### src/hdl/storage_eviction_planner_unit_assert.svh
// Assertion macros shared by the eviction planner modules.
// Needs a clock and an active-low reset signal name at each use.
`ifndef STORAGE_EVICTION_PLANNER_UNIT_ASSERT_SVH
`define STORAGE_EVICTION_PLANNER_UNIT_ASSERT_SVH
// Implication checked every clock edge outside reset.
`define SEP_ASSERT_IMP(label, clk, rst_n, ante, cons) \
    label: assert property (@(posedge clk) disable iff (!rst_n) (ante) |-> (cons)) \
        else $error("assertion failed");
// Next-cycle implication checked outside reset.
`define SEP_ASSERT_NXT(label, clk, rst_n, ante, cons) \
    label: assert property (@(posedge clk) disable iff (!rst_n) (ante) |=> (cons)) \
        else $error("assertion failed");
`endif

### src/hdl/sep_pkg.sv
// Package of the storage eviction planner: types and fixed encodings.
// No dependencies.
`timescale 1ns / 1ps
package sep_pkg;
    localparam int NUM_W   = 32;
    localparam int BYTES_W = 48;

    // Configuration register indexes.
    localparam logic CFG_CAPACITY = 1'b0;
    localparam logic CFG_USED     = 1'b1;

    // Result kinds.
    localparam logic KIND_DELETE  = 1'b0;
    localparam logic KIND_SUMMARY = 1'b1;

    typedef enum logic [1:0] {
        ST_LOAD,
        ST_PREP,
        ST_WALK,
        ST_SUMM
    } t_state;

    // Command passed from the front part to the back part.
    typedef struct packed {
        logic               kind;
        logic [NUM_W-1:0]   number;
        logic               req;
        logic               prot;
        logic               reach;
    } t_cmd;
endpackage

### src/hdl/sep_fifo.sv
// Short queue between the planner front and the result back end.
// Uses sep_pkg for the command type.
`timescale 1ns / 1ps
module sep_fifo (
    input  logic          i_clk,
    input  logic          i_rst_n,
    input  logic          i_push,
    input  sep_pkg::t_cmd i_data,
    output logic          o_full,
    input  logic          i_pop,
    output logic          o_empty,
    output sep_pkg::t_cmd o_data
);
    import sep_pkg::*;
    t_cmd       r_mem [4];
    logic [2:0] r_wp, r_rp;

    assign o_full  = (r_wp[1:0] == r_rp[1:0]) && (r_wp[2] != r_rp[2]);
    assign o_empty = (r_wp == r_rp);
    assign o_data  = r_mem[r_rp[1:0]];

    always_ff @(posedge i_clk) begin
        if (i_push) begin
            r_mem[r_wp[1:0]] <= i_data;
        end
    end
    always_ff @(posedge i_clk) begin
        if (!i_rst_n) begin
            r_wp <= 3'd0;
            r_rp <= 3'd0;
        end else begin
            if (i_push) begin
                r_wp <= r_wp + 3'd1;
            end
            if (i_pop) begin
                r_rp <= r_rp + 3'd1;
            end
        end
    end
endmodule

### config.mk
export PLATFORM = sky130hd
export DESIGN_NAME = sep_fifo
export DESIGN_NICKNAME = d
export VERILOG_FILES = /design/src/hdl/storage_eviction_planner_unit_assert.svh /design/src/hdl/sep_pkg.sv /design/src/hdl/sep_fifo.sv
export SDC_FILE = /design/constraint.sdc
export NUM_CORES = 1
export LEC_CHECK = 0
export BUFFER_PORTS_ARGS = -buffer_cell sky130_fd_sc_hd__buf_2
export CAP_MARGIN = 20
export CORE_MARGIN = 2
export CORE_UTILIZATION = 45
export DETAILED_ROUTE_END_ITERATION = 8
export SYNTH_ARGS = -nofsm -noshare
export SYNTH_HDL_FRONTEND = slang
export SYNTH_SLANG_ARGS = --single-unit
export TNS_END_PERCENT = 20
### constraint.sdc
create_clock -name i_clk -period 2.6 [get_ports i_clk]
set_clock_uncertainty 0.15 [all_clocks]
set_input_delay 0.13 -clock i_clk [delete_from_list [all_inputs] [get_ports i_clk]]
set_output_delay 0.13 -clock i_clk [all_outputs]
set_load 0.01 [all_outputs]
== Word level (Yosys, flattened, before mapping) ==
Memory sizes are Yosys's and may differ from the RTL's. A register that Yosys moved wholly into a read port is not among the register bits.
Index checks and enable logic that the tools add are counted.

* $add $sub $neg: 2
* Equality and inequality tests: 3
* Mux-type cells: 4
* Reductions and logical operators: 1

{| class="wikitable"
|+ Operators with widths
! operator !! number
|-
| 3-bit by 1-bit adder with 3-bit output, second input constant || 2
|-
| 2-bit 2-to-1 mux || 2
|-
| 3-bit == test || 1
|-
| 2-bit == test || 1
|-
| 1-bit 2-to-1 mux || 2
|-
| 1-bit logical AND || 1
|-
| 1-bit inequality test || 1
|}

* Flip-flop bits (word level): 6
* Bits in writable memories: 144
* Input port bits: 40
* Output and inout port bits: 38
* Logic and storage cells: 13
* Memories: 1

{| class="wikitable"
|+ Memory list
! memory !! words !! width !! rd ports !! clocked after memory_dff !! write ports !! RTL line !! source
|-
| r_mem || 4 || 36 || 1 || 1 || 1 || sep_fifo.sv:15 || <nowiki>t_cmd r_mem [4];</nowiki>
|}

== Depth between registers and ports, before layout ==
* Depth after elaboration: 3
* Mapped depth: 4
* Depth with buffers taken out: 4

== Worst setup path before layout ==
Ideal clock, no wire load.

* Path kind: reg-to-reg
* Start: reg r_wp[0]
* End: mem r_mem[3][0] in the netlist's numbering (enable)
* Setup time: 0.397 ns
* Arrival time: 1.493 ns
* Data required time: 2.053 ns
* Setup slack: 0.561 ns
* Stages on the path, launching flop included: 3
* Buffers on the path: 0
* Period minus slack after synthesis: 2.039 ns
* Cell sequence: dfxtp_1 ha_1 and2_1

{| class="wikitable"
|+ RTL lines
! what !! RTL line !! source
|-
| start, declared || sep_fifo.sv:16 || <nowiki>logic [2:0] r_wp, r_rp;</nowiki>
|-
| start signal, assigned || sep_fifo.sv:33 || <nowiki>r_wp <= r_wp + 3'd1;</nowiki>
|-
| end, declared || sep_fifo.sv:15 ||
|}

No word-level cell before the write port.

==> impl_metrics.py <==
metrics = {
    "run_status": {
        "status": "finished, final reports clean",
    },
    "floorplan": {
        "fp-row-count": 40,
        "coreArea_sq_um": 12100,
        "start_util": 0.467,
        "die_area_sq_um": 13500,
        "io_pins": 78,
        "die_h_um": 116,
        "die_w_um": 116,
    },
    "global_routing": {
        "grt_overflow": 0,
        "antenna_found_initial": 0,
        "met2_usage": 0.267,
        "grt_usage": 0.158,
        "met3_usage": 0.0528,
        "grt_pass1_wl_um": 14900,
        "busiest_layer": "met2",
        "use_met1": 0.183,
        "grt_pass1_vias": 2881,
        "grt_max_degree": 32,
    },
    "power": {
        "p_total_uw": 6100,
        "power_density_nw_per_um2": 830,
        "max-vdd-ir-drop_mv": 0.463,
        "p_leak_uw": 0.00258,
        "power.switching_uw": 1230,
        "p_int_uw": 4880,
        "power_frac_comb": 0.091,
        "power_frac_seq": 0.467,
        "power_frac_clock": 0.442,
        "p_sw_frac": 0.201,
    },
    "cts": {
        "cts_num_sinks": 152,
        "post-cts-setup-buffer-count": 0,
        "clk-insertion-delay-late_ps": 410,
        "clockBufferDepth": 2,
        "cts_root_buf": "clkbuf_16",
        "cts_made_buffers": 17,
        "ctsHtreeMaxLevel": 4,
        "tritoncts": "built",
        "cts.clk_slew.worst_paths_ps": 60,
    },
    "critical_path": {
        "crit_slowest_cell": "dfxtp_2",
        "cp.required_ps": 2320,
        "cp_num_buf_inv": 2,
        "crit_arrival_ps": 2010,
        "path_delay_family": "flip-flops",
        "critPathLaunchType": "register",
        "critPathMaxFanout": 13,
        "cp-end-kind": "output port",
        "slowest_delay_ps": 610,
        "cp_cell_sequence": "buf_4 > mux4_2 > buf_2",
        "worst-setup-path-type": "register to output port",
    },
    "timing": {
        "setup_viol": 0,
        "layout_setup_ws_ps": 310,
        "relSlewSlack": 0.649,
        "hold_violations": 0,
        "drv_slew": 0,
        "tightest_slew_ps": 527,
        "period_needed_ps": 2290,
        "post-route-period-util": 0.881,
        "tns_ps": 0,
        "rsz0062_at_grt": "no",
        "fmax_ghz": 0.437,
    },
    "detailed_routing": {
        "viasPerCell": 4.89,
        "totalWireLength_um": 9700,
        "drc": 0,
        "first_pass_iters": 4,
        "ant_nets": 0,
        "num_vias": 2667,
        "drt_iter0_markers": 147,
        "routedWlPerCell_um": 17.8,
    },
    "synthesis": {
        "avgSynthCellArea_sq_um": 24.7,
        "synth_cell_types": 21,
        "synth_top_cell_by_area": "edfxtp_1",
        "synthTopCellsByArea": "edfxtp_1, mux4_2, dfxtp_1",
        "synth_fp_nets": 274,
        "synthCells": 229,
        "yosysSeqAreaShare": 0.793,
        "ys_seq_elements": 152,
        "ys.warnings.count": 0,
        "synth_top_area_share": 0.765,
        "syn-cell-area_sq_um": 5650,
    },
    "place": {
        "place.gp.congestion": 0.668,
        "port_buffers": 77,
        "dpl_cell_area_sq_um": 6290,
        "dp_slack_ps": 701,
        "dpl.cell_count": 473,
        "dp_hpwl_um": 5780,
    },
    "final_layout": {
        "area_growth_pct": 30.2,
        "final_cells": 545,
        "layout.nets": 409,
        "layout-drive-gt1-share": 0.408,
        "diodes": 0,
        "fin_area_sq_um": 7360,
    },
    "run": {
        "maxCapViolations": 0,
    },
    "min_path": {
        "hp-class": "primary input to register",
    },
}
==> area by class of cell <==
cell class	count	area, sq um
Fill cell	904	4750
Sequential cell	152	4490
Multi-Input combinational cell	65	1070
Timing Repair Buffer	125	921
Clock buffer	21	470
Tap cell	168	210
Clock inverter	11	193
Inverter	3	11.3
==> path summary, 6_finish.rpt <==
kind	from	end	slack, ps	cells after the start
max	register	o_data[23]	310	3
min	i_data[35]	r_mem[1][35]	320	2
max reg2reg	r_wp[0]	r_mem[3][33]	750	3
min reg2reg	r_rp[2]	r_rp[2]	410	2
==> worst reg2reg max path, delay by kind of cell (launching register included) <==
family / cells / cell delay (ps)
adders and majority gates: 1 / 230
buffers and inverters: 1 / 260
DFF: 1 / 420
and+or+nand+nor: 1 / 490
==> synth_stat cells <==
cell type and instances:
nor3_1 1, mux4_2 30, buf_6 1, xnor2_1 3
nor3b_1 1, mux2i_1 2, inv_1 3, a21bo_2 2
dfxtp_1 8, clkbuf_2 1, nand3b_1 2, and2_1 4
edfxtp_1 144, xor2_1 2, buf_12 3, buf_2 3
mux4_1 6, a21oi_1 2, clkbuf_1 1, nor2_1 5
ha_1 5
==> registers in the layout, summed over array words and instances (netlist names), named ones only <==
name and cells:
r_wp 3, r_rp 3, r_mem 144
==> stage by stage <==
| stage | utilization | hold slack, ps |
|---|---|---|
| floorplan | - | 78.9 |
| global placement | 0.520 | 191 |
| detailed placement | 0.520 | 197 |
| CTS | 0.608 | 290 |
| global route | 0.608 | 301 |
| finish | 0.608 | 316 |
==> metal layers <==
metal,up-vias,part of all wire
met5,-,0
met4,0,0.016
met3,11,0.039
met2,61,0.53
met1,1363,0.42
li1,1232,-
==> kinds of logic after synthesis <==
logic type,share of synthesized area
buffers and inverters,0.0188
flip-flops,0.793
multiplexers,0.151
XOR/XNOR,0.00775
AO/OA/AOI/OAI,0.00531
AND/OR/NAND/NOR,0.0126
adder cells (fa/ha/maj),0.0111
==> power groups by stage <==
stage	registers, uW	clock network, uW	logic, uW
final	2850	2700	554
after global routing	2870	2840	602
after CTS	2860	2750	569
after detailed placement	2910	0	519
after global placement	2900	0	513
after floorplan	2880	0	327
==> repair_timing <==
action / CTS / global route
hold buffers: 40 / 0
gates resized for setup: 0 / 0
hold endpoints to repair: 152 / 0
==> cells in the final DEF (no fill, tap or decap) <==
cell type	synthesis	layout
nand3b_1	2	2
clkinv_4	0	1
mux4_2	30	30
clkinv_2	0	2
mux2i_1	2	2
a21oi_1	2	2
clkinvlp_4	0	2
xnor2_1	3	3
nor3_1	1	1
dfxtp_1	8	6
clkbuf_16	0	17
clkbuf_8	0	3
and2_2	0	4
edfxtp_1	144	144
buf_2	3	77
clkbuf_1	1	1
mux4_1	6	6
ha_1	5	5
xor2_1	2	2
bufinv_16	0	5
nor2_1	5	5
buf_12	3	6
dlygate4sd3_1	0	40
inv_1	3	3
nor3b_1	1	1
buf_4	0	2
inv_6	0	1
dfxtp_2	0	2
a21bo_2	2	2
(Power assumes the default switching activity.)
