**src/hdl/storage_eviction_planner_unit_assert.svh**
```systemverilog
// Assertion macros shared by the eviction planner modules.
// Needs a clock and an active-low reset signal name at each use.
`ifndef STORAGE_EVICTION_PLANNER_UNIT_ASSERT_SVH
`define STORAGE_EVICTION_PLANNER_UNIT_ASSERT_SVH
// Implication checked every clock edge outside reset.
`define SEP_ASSERT_IMP(label, clk, rst_n, ante, cons) \
    label: assert property (@(posedge clk) disable iff (!rst_n) (ante) |-> (cons)) \
        else $error("assertion failed");
// Next-cycle implication checked outside reset.
`define SEP_ASSERT_NXT(label, clk, rst_n, ante, cons) \
    label: assert property (@(posedge clk) disable iff (!rst_n) (ante) |=> (cons)) \
        else $error("assertion failed");
`endif

```
**src/hdl/sep_pkg.sv**
```systemverilog
// Package of the storage eviction planner: types and fixed encodings.
// No dependencies.
`timescale 1ns / 1ps
package sep_pkg;
    localparam int NUM_W   = 32;
    localparam int BYTES_W = 48;

    // Configuration register indexes.
    localparam logic CFG_CAPACITY = 1'b0;
    localparam logic CFG_USED     = 1'b1;

    // Result kinds.
    localparam logic KIND_DELETE  = 1'b0;
    localparam logic KIND_SUMMARY = 1'b1;

    typedef enum logic [1:0] {
        ST_LOAD,
        ST_PREP,
        ST_WALK,
        ST_SUMM
    } t_state;

    // Command passed from the front part to the back part.
    typedef struct packed {
        logic               kind;
        logic [NUM_W-1:0]   number;
        logic               req;
        logic               prot;
        logic               reach;
    } t_cmd;
endpackage

```
**src/hdl/sep_back.sv**
```systemverilog
// Back part: turns queued commands into result beats through an output register.
// Uses sep_pkg for the command type.
`timescale 1ns / 1ps
module sep_back (
    input  logic                      i_clk,
    input  logic                      i_rst_n,
    input  logic                      i_empty,
    input  sep_pkg::t_cmd             i_cmd,
    output logic                      o_pop,
    output logic                      o_valid,
    input  logic                      i_stall,
    output logic                      o_kind,
    output logic [sep_pkg::NUM_W-1:0] o_delete_number,
    output logic                      o_cleanup_required,
    output logic                      o_protected_remains,
    output logic                      o_target_reached,
    output logic                      o_last_result,
    output logic                      o_idle
);
    import sep_pkg::*;
    logic r_valid;
    t_cmd r_cmd;

    assign o_pop   = !i_empty && (!r_valid || !i_stall);
    assign o_valid = r_valid;
    assign o_idle  = i_empty && !r_valid;
    assign o_kind              = r_cmd.kind;
    assign o_delete_number     = r_cmd.number;
    assign o_cleanup_required  = r_cmd.req;
    assign o_protected_remains = r_cmd.prot;
    assign o_target_reached    = r_cmd.reach;
    assign o_last_result       = (r_cmd.kind == KIND_SUMMARY);

    always_ff @(posedge i_clk) begin
        if (o_pop) r_cmd <= i_cmd;
    end
    always_ff @(posedge i_clk) begin
        if (!i_rst_n) begin
            r_valid <= 1'b0;
        end else if (o_pop) begin
            r_valid <= 1'b1;
        end else if (!i_stall) begin
            r_valid <= 1'b0;
        end
    end
endmodule

```
**config.mk**
```make
export PLATFORM = sky130hd
export DESIGN_NAME = sep_back
export DESIGN_NICKNAME = d
export VERILOG_FILES = /design/src/hdl/storage_eviction_planner_unit_assert.svh /design/src/hdl/sep_pkg.sv /design/src/hdl/sep_back.sv
export SDC_FILE = /design/constraint.sdc
export NUM_CORES = 1
export LEC_CHECK = 0
export BUFFER_PORTS_ARGS = -buffer_cell sky130_fd_sc_hd__buf_2
export CAP_MARGIN = 20
export CORE_ASPECT_RATIO = 0.75
export CORE_MARGIN = 4
export CORE_UTILIZATION = 39
export CTS_CLUSTER_SIZE = 25
export DETAILED_ROUTE_END_ITERATION = 10
export GPL_ROUTABILITY_DRIVEN = 1
export PLACE_DENSITY = 0.77
export SETUP_SLACK_MARGIN = 0.15
export SKIP_CTS_REPAIR_TIMING = 1
export SYNTH_ARGS = -nofsm -noshare
export SYNTH_HDL_FRONTEND = slang
export SYNTH_SLANG_ARGS = --single-unit
```
**constraint.sdc**
```tcl
create_clock -name i_clk -period 3.1 [get_ports i_clk]
set_input_delay 0.465 -clock i_clk [delete_from_list [all_inputs] [get_ports i_clk]]
set_output_delay 0.465 -clock i_clk [all_outputs]
set_load 0.02 [all_outputs]
```
Yosys cells after proc, flatten, opt, wreduce, memory -nomap -nowiden
Index checks and enable logic that the tools add are counted.
{ "classes": {"eq_ne": 1, "n_mux": 2, "n_reduce_logical": 6} }
{ "op_table": {"columns": ["cell", "count"], "rows": [
  ["1-bit logical NOT", 3],
  ["1-bit logical AND", 2],
  ["1-bit 2-to-1 mux", 2],
  ["2-bit != test (second input constant)", 1],
  ["1-bit logical OR", 1]
]} }
{ "totals": {"register_bits": 37, "in_bits": 40, "out_inout_bits": 40, "wordCells": 15} }

Depth between registers and ports, before layout
{ "depth": {"depth_word": 4, "depth_mapped": 2, "mapped_depth_nobuf": 2} }

Worst setup path after synthesis
Ideal clock, no wire load.
{ "synth_path": {"kind": "in2out", "from": "input i_stall", "to": "output o_pop", "t_arrival_ps": 2541, "setup_slack_ps": 94, "stages": 1, "path_cell_list": "a21oi_1"} }
{ "synth_between": {"elab_chain_cells": 3} }
{ "synth_lines": {"columns": ["element", "line_no", "text"], "rows": [
  ["start, declared", "sep_back.sv:11", "input logic i_stall,"],
  ["1-bit logical NOT", null, null],
  ["1-bit logical OR", "sep_back.sv:24", "assign o_pop = !i_empty && (!r_valid || !i_stall);"],
  ["1-bit logical AND", "sep_back.sv:24", null],
  ["end, declared", "sep_back.sv:9", "output logic o_pop,"]
]} }
No other way between the ends.

Final worst setup path
{ "layout_path": {"from": "register r_valid (netlist: o_valid)", "to": "output o_idle"} }
{ "layout_between": {"elab_chain_cells": 2} }
{ "layout_lines": {"columns": ["element", "line_no", "text"], "rows": [
  ["start, declared", "sep_back.sv:21", "logic r_valid;"],
  ["start signal, assigned", "sep_back.sv:39", "r_valid <= 1'b0;"],
  ["start signal, assigned", "sep_back.sv:41", "r_valid <= 1'b1;"],
  ["start signal, assigned", "sep_back.sv:43", "r_valid <= 1'b0;"],
  ["1-bit logical NOT", "sep_back.sv:26", "assign o_idle = i_empty && !r_valid;"],
  ["1-bit logical AND", "sep_back.sv:26", null],
  ["end, declared", "sep_back.sv:18", "output logic o_idle"]
]} }
No other way between the ends.

==> results.yml <==
power:
  p_switching_mw: 0.220
  cellLeakagePower_nw: 0.732
  peakVddDrop_v: 0.000364
  power.clock.fraction_pct: 31.8
  net_switching_share_of_the_total_power_pct: 21.5
  power.share.sequential_pct: 57.6
  cellInternalPower_mw: 0.805
  power_frac_comb_pct: 10.6
  report.power.total_mw: 1.02
  power_density_mw_per_mm2: 610
routing:
  postRouteWirelength_mm: 2.20
  drt_first_pass_iters: 4
  drt_first_iter_violations: 47
  antenna_violating_nets_post_route: 0
  vias_per_cell: 4.29
  drc: 0
  wire_per_inst_um: 13.4
  num_vias: 708
synth:
  ys_top_cells_by_area: "sky130_fd_sc_hd__edfxtp_1, sky130_fd_sc_hd__dfxtp_1, sky130_fd_sc_hd__a21boi_2"
  syn_avg_cell_area_um2: 27.1
  yosys_warnings: 0
  synth_seq_cells: 37
  synth.lib_cells_used.distinct: 7
  syn_nets: 82
  ys_seq_area_share_pct: 96.8
  post-synth-top-count-cell: "sky130_fd_sc_hd__edfxtp_1"
  synth.top_cell.area_share_pct: 95.0
  ys.flop_type: "sky130_fd_sc_hd__edfxtp_1"
  synth_enable_flop_cells: 36
  synth.cell_area_mm2: 0.00114
  async_flop_share_pct: 0
  instance_count_of_the_mapped_netlist: 42
  synth_top_cell_by_area: "sky130_fd_sc_hd__edfxtp_1"
timing:
  final_setup_skew_ps: 2.06
  clock_period_minus_worst_slack_ps: 1530
  final_max_slew_viol_count: 0
  hold_violations: 0
  worst_pin_slew_ps: 436
  rsz0062_at_grt: "false"
  fmax_ghz: 0.654
  setup_viol_count_final: 0
  fin_setup_tns_ps: 0
  layout_worst_path_cycle_share_pct: 49.3
  final_critical_path_setup_slack_ps: 1570
  slew_headroom_pct: 70.9
floorplan:
  ioPinCount: 80
  fp.dieArea_mm2: 0.00385
  die-width_um: 70.4
  initial_utilization_pct: 42.1
  rows: 16
  die_h_um: 54.8
  core_area_mm2: 0.00270
placed_design:
  dp_worst_setup_slack_ps: 1570
  routabilityCongestion: 0.744
  total_placed_cells_including_tap_cells: 157
  quantity_of_i_o_buffers_inserted_on_ports: 79
status:
  run_status: "finished, final reports clean"
worst_setup_path:
  worst_r2r_endpoint: "o_kind"
  worstSetupPathType: "flip-flop to primary output"
  timing.critical_path.required_ps: 2630
  timing.critical_path.cells: "and2b_2, buf_2"
  buf_inv_on_cp: 1
  setup.reg_to_reg.worst_slack_ps: 1850
  r2r.worst_path.cells: 2
  crit_path_start_kind: "flip-flop"
  critical_path.top_delay_family: "flip-flops"
  cpPeakStageDelay_ps: 410
  worst-path-max-fanout: 4
  worst-endpoint-arrival_ps: 1060
  cpMaxStageDelayCell: "sky130_fd_sc_hd__dfxtp_1"
  critical_path.endpoint_type: "primary output"
  regToRegStartpoint: "o_valid"
global_route:
  grt_antenna_before_repair: 0
  grt_max_degree: 37
  grt_first_pass_wirelength_mm: 3.29
  grt_pass1_vias: 742
  grt_usage_pct: 12.2
  grt-ovfl-total: 0
clock_tree:
  cts_htree_levels: 2
  cts.root.buffer_cell: "sky130_fd_sc_hd__clkbuf_8"
  cts_clock_pin_slew_for_the_worst_setup_and_hold_paths_ps: 60
  cts_tree: "yes"
  clkLatencyLatePin_ps: 280
  clock_sink_total: 37
  cts_made_buffers: 5
  ctsLongestPathBuffers: 2
layout:
  final_core_util_pct: 62.1
  antenna-diode-count: 0
  layout-area-overhead-vs-synth_pct: 47.6
  multi_input_comb_area_um2: 40.0
  post_layout_nonfiller_instances: 165
  num-nets-final: 168
  fillerInstances: 217
  final_layout_size_suffix_gt1_share_pct: 69.0
  final-seq-area_mm2: 0.00110
hold_path:
  hold_path_startpoint: "i_cmd[28]"
  min_path_type: "input pin to flip-flop"
  worst_hold_path_ep: "o_delete_number[25]"
  holdPathStages: 1
job:
  maxCapViolations: 0
## routing by layer
metal | up-vias | track usage (%) | part of all wire, %
li1 | 334 | - | -
met1 | 313 | 12.4 | 35
met2 | 56 | 18.8 | 45
met3 | 5 | 8.07 | 17
met4 | 0 | 8.60 | 1.8
met5 | - | 0 | 0
## worst max path at each step
stage                     startpoint            endpoint  slack, ps  cells after the start
after global routing         o_valid              o_idle       1500                      2
after global placement       i_stall  o_delete_number[7]       1630                      3
after detailed placement     i_stall              o_kind       1570                      3
after floorplan              o_valid               o_pop        970                      1
final                        o_valid              o_idle       1570                      2
after CTS                    o_valid              o_idle       1550                      2
## registers in the layout, indices dropped and copies added (netlist names)
name	count
o_kind	1
o_cleanup_required	1
o_valid	1
o_protected_remains	1
o_target_reached	1
o_delete_number	32
## placed cells by master (no fill, tap or decap), drive strengths merged
cell type  count
and2b          1
clkbuf         8
edfxtp        36
a21boi         1
a21oi          1
nand2          1
buf           80
dfxtp          1
## power groups by stage
| stage | clock network (mW) | registers [mW] | logic [mW] |
|---|---|---|---|
| after floorplan | 0 | 0.641 | 0.0155 |
| after global placement | 0 | 0.600 | 0.108 |
| after detailed placement | 0 | 0.602 | 0.111 |
| after CTS | 0.341 | 0.591 | 0.111 |
| after global routing | 0.367 | 0.593 | 0.116 |
| final | 0.326 | 0.591 | 0.108 |
## logic make-up (layout without fill, tap and decap cells)
| logic type | count (synthesis) | after routing | share of synthesized area [%] |
|---|---|---|---|
| compound gates | 2 | 2 | 1.43 |
| buf+inv | 1 | 88 | 0.660 |
| flops | 37 | 37 | 96.8 |
| simple gates | 2 | 2 | 1.10 |
## layout make-up
| cell class | instances | share of cell area [%] |
|---|---|---|
| Clock buffer | 8 | 5.37 |
| Timing Repair Buffer | 80 | 24.0 |
| Sequential cell | 37 | 65.6 |
| Tap cell | 36 | 2.68 |
| Multi-Input combinational cell | 4 | 2.38 |
## per-stage QoR
stage                     instance area [µm²]  hold slack [ps]
after global placement                   1590              508
after floorplan                          1140              544
after global routing                     1680              340
after detailed placement                 1590              530
after CTS                                1680              345
final                                    1680              359
No activity file was read; power rests on OpenSTA's default activity.
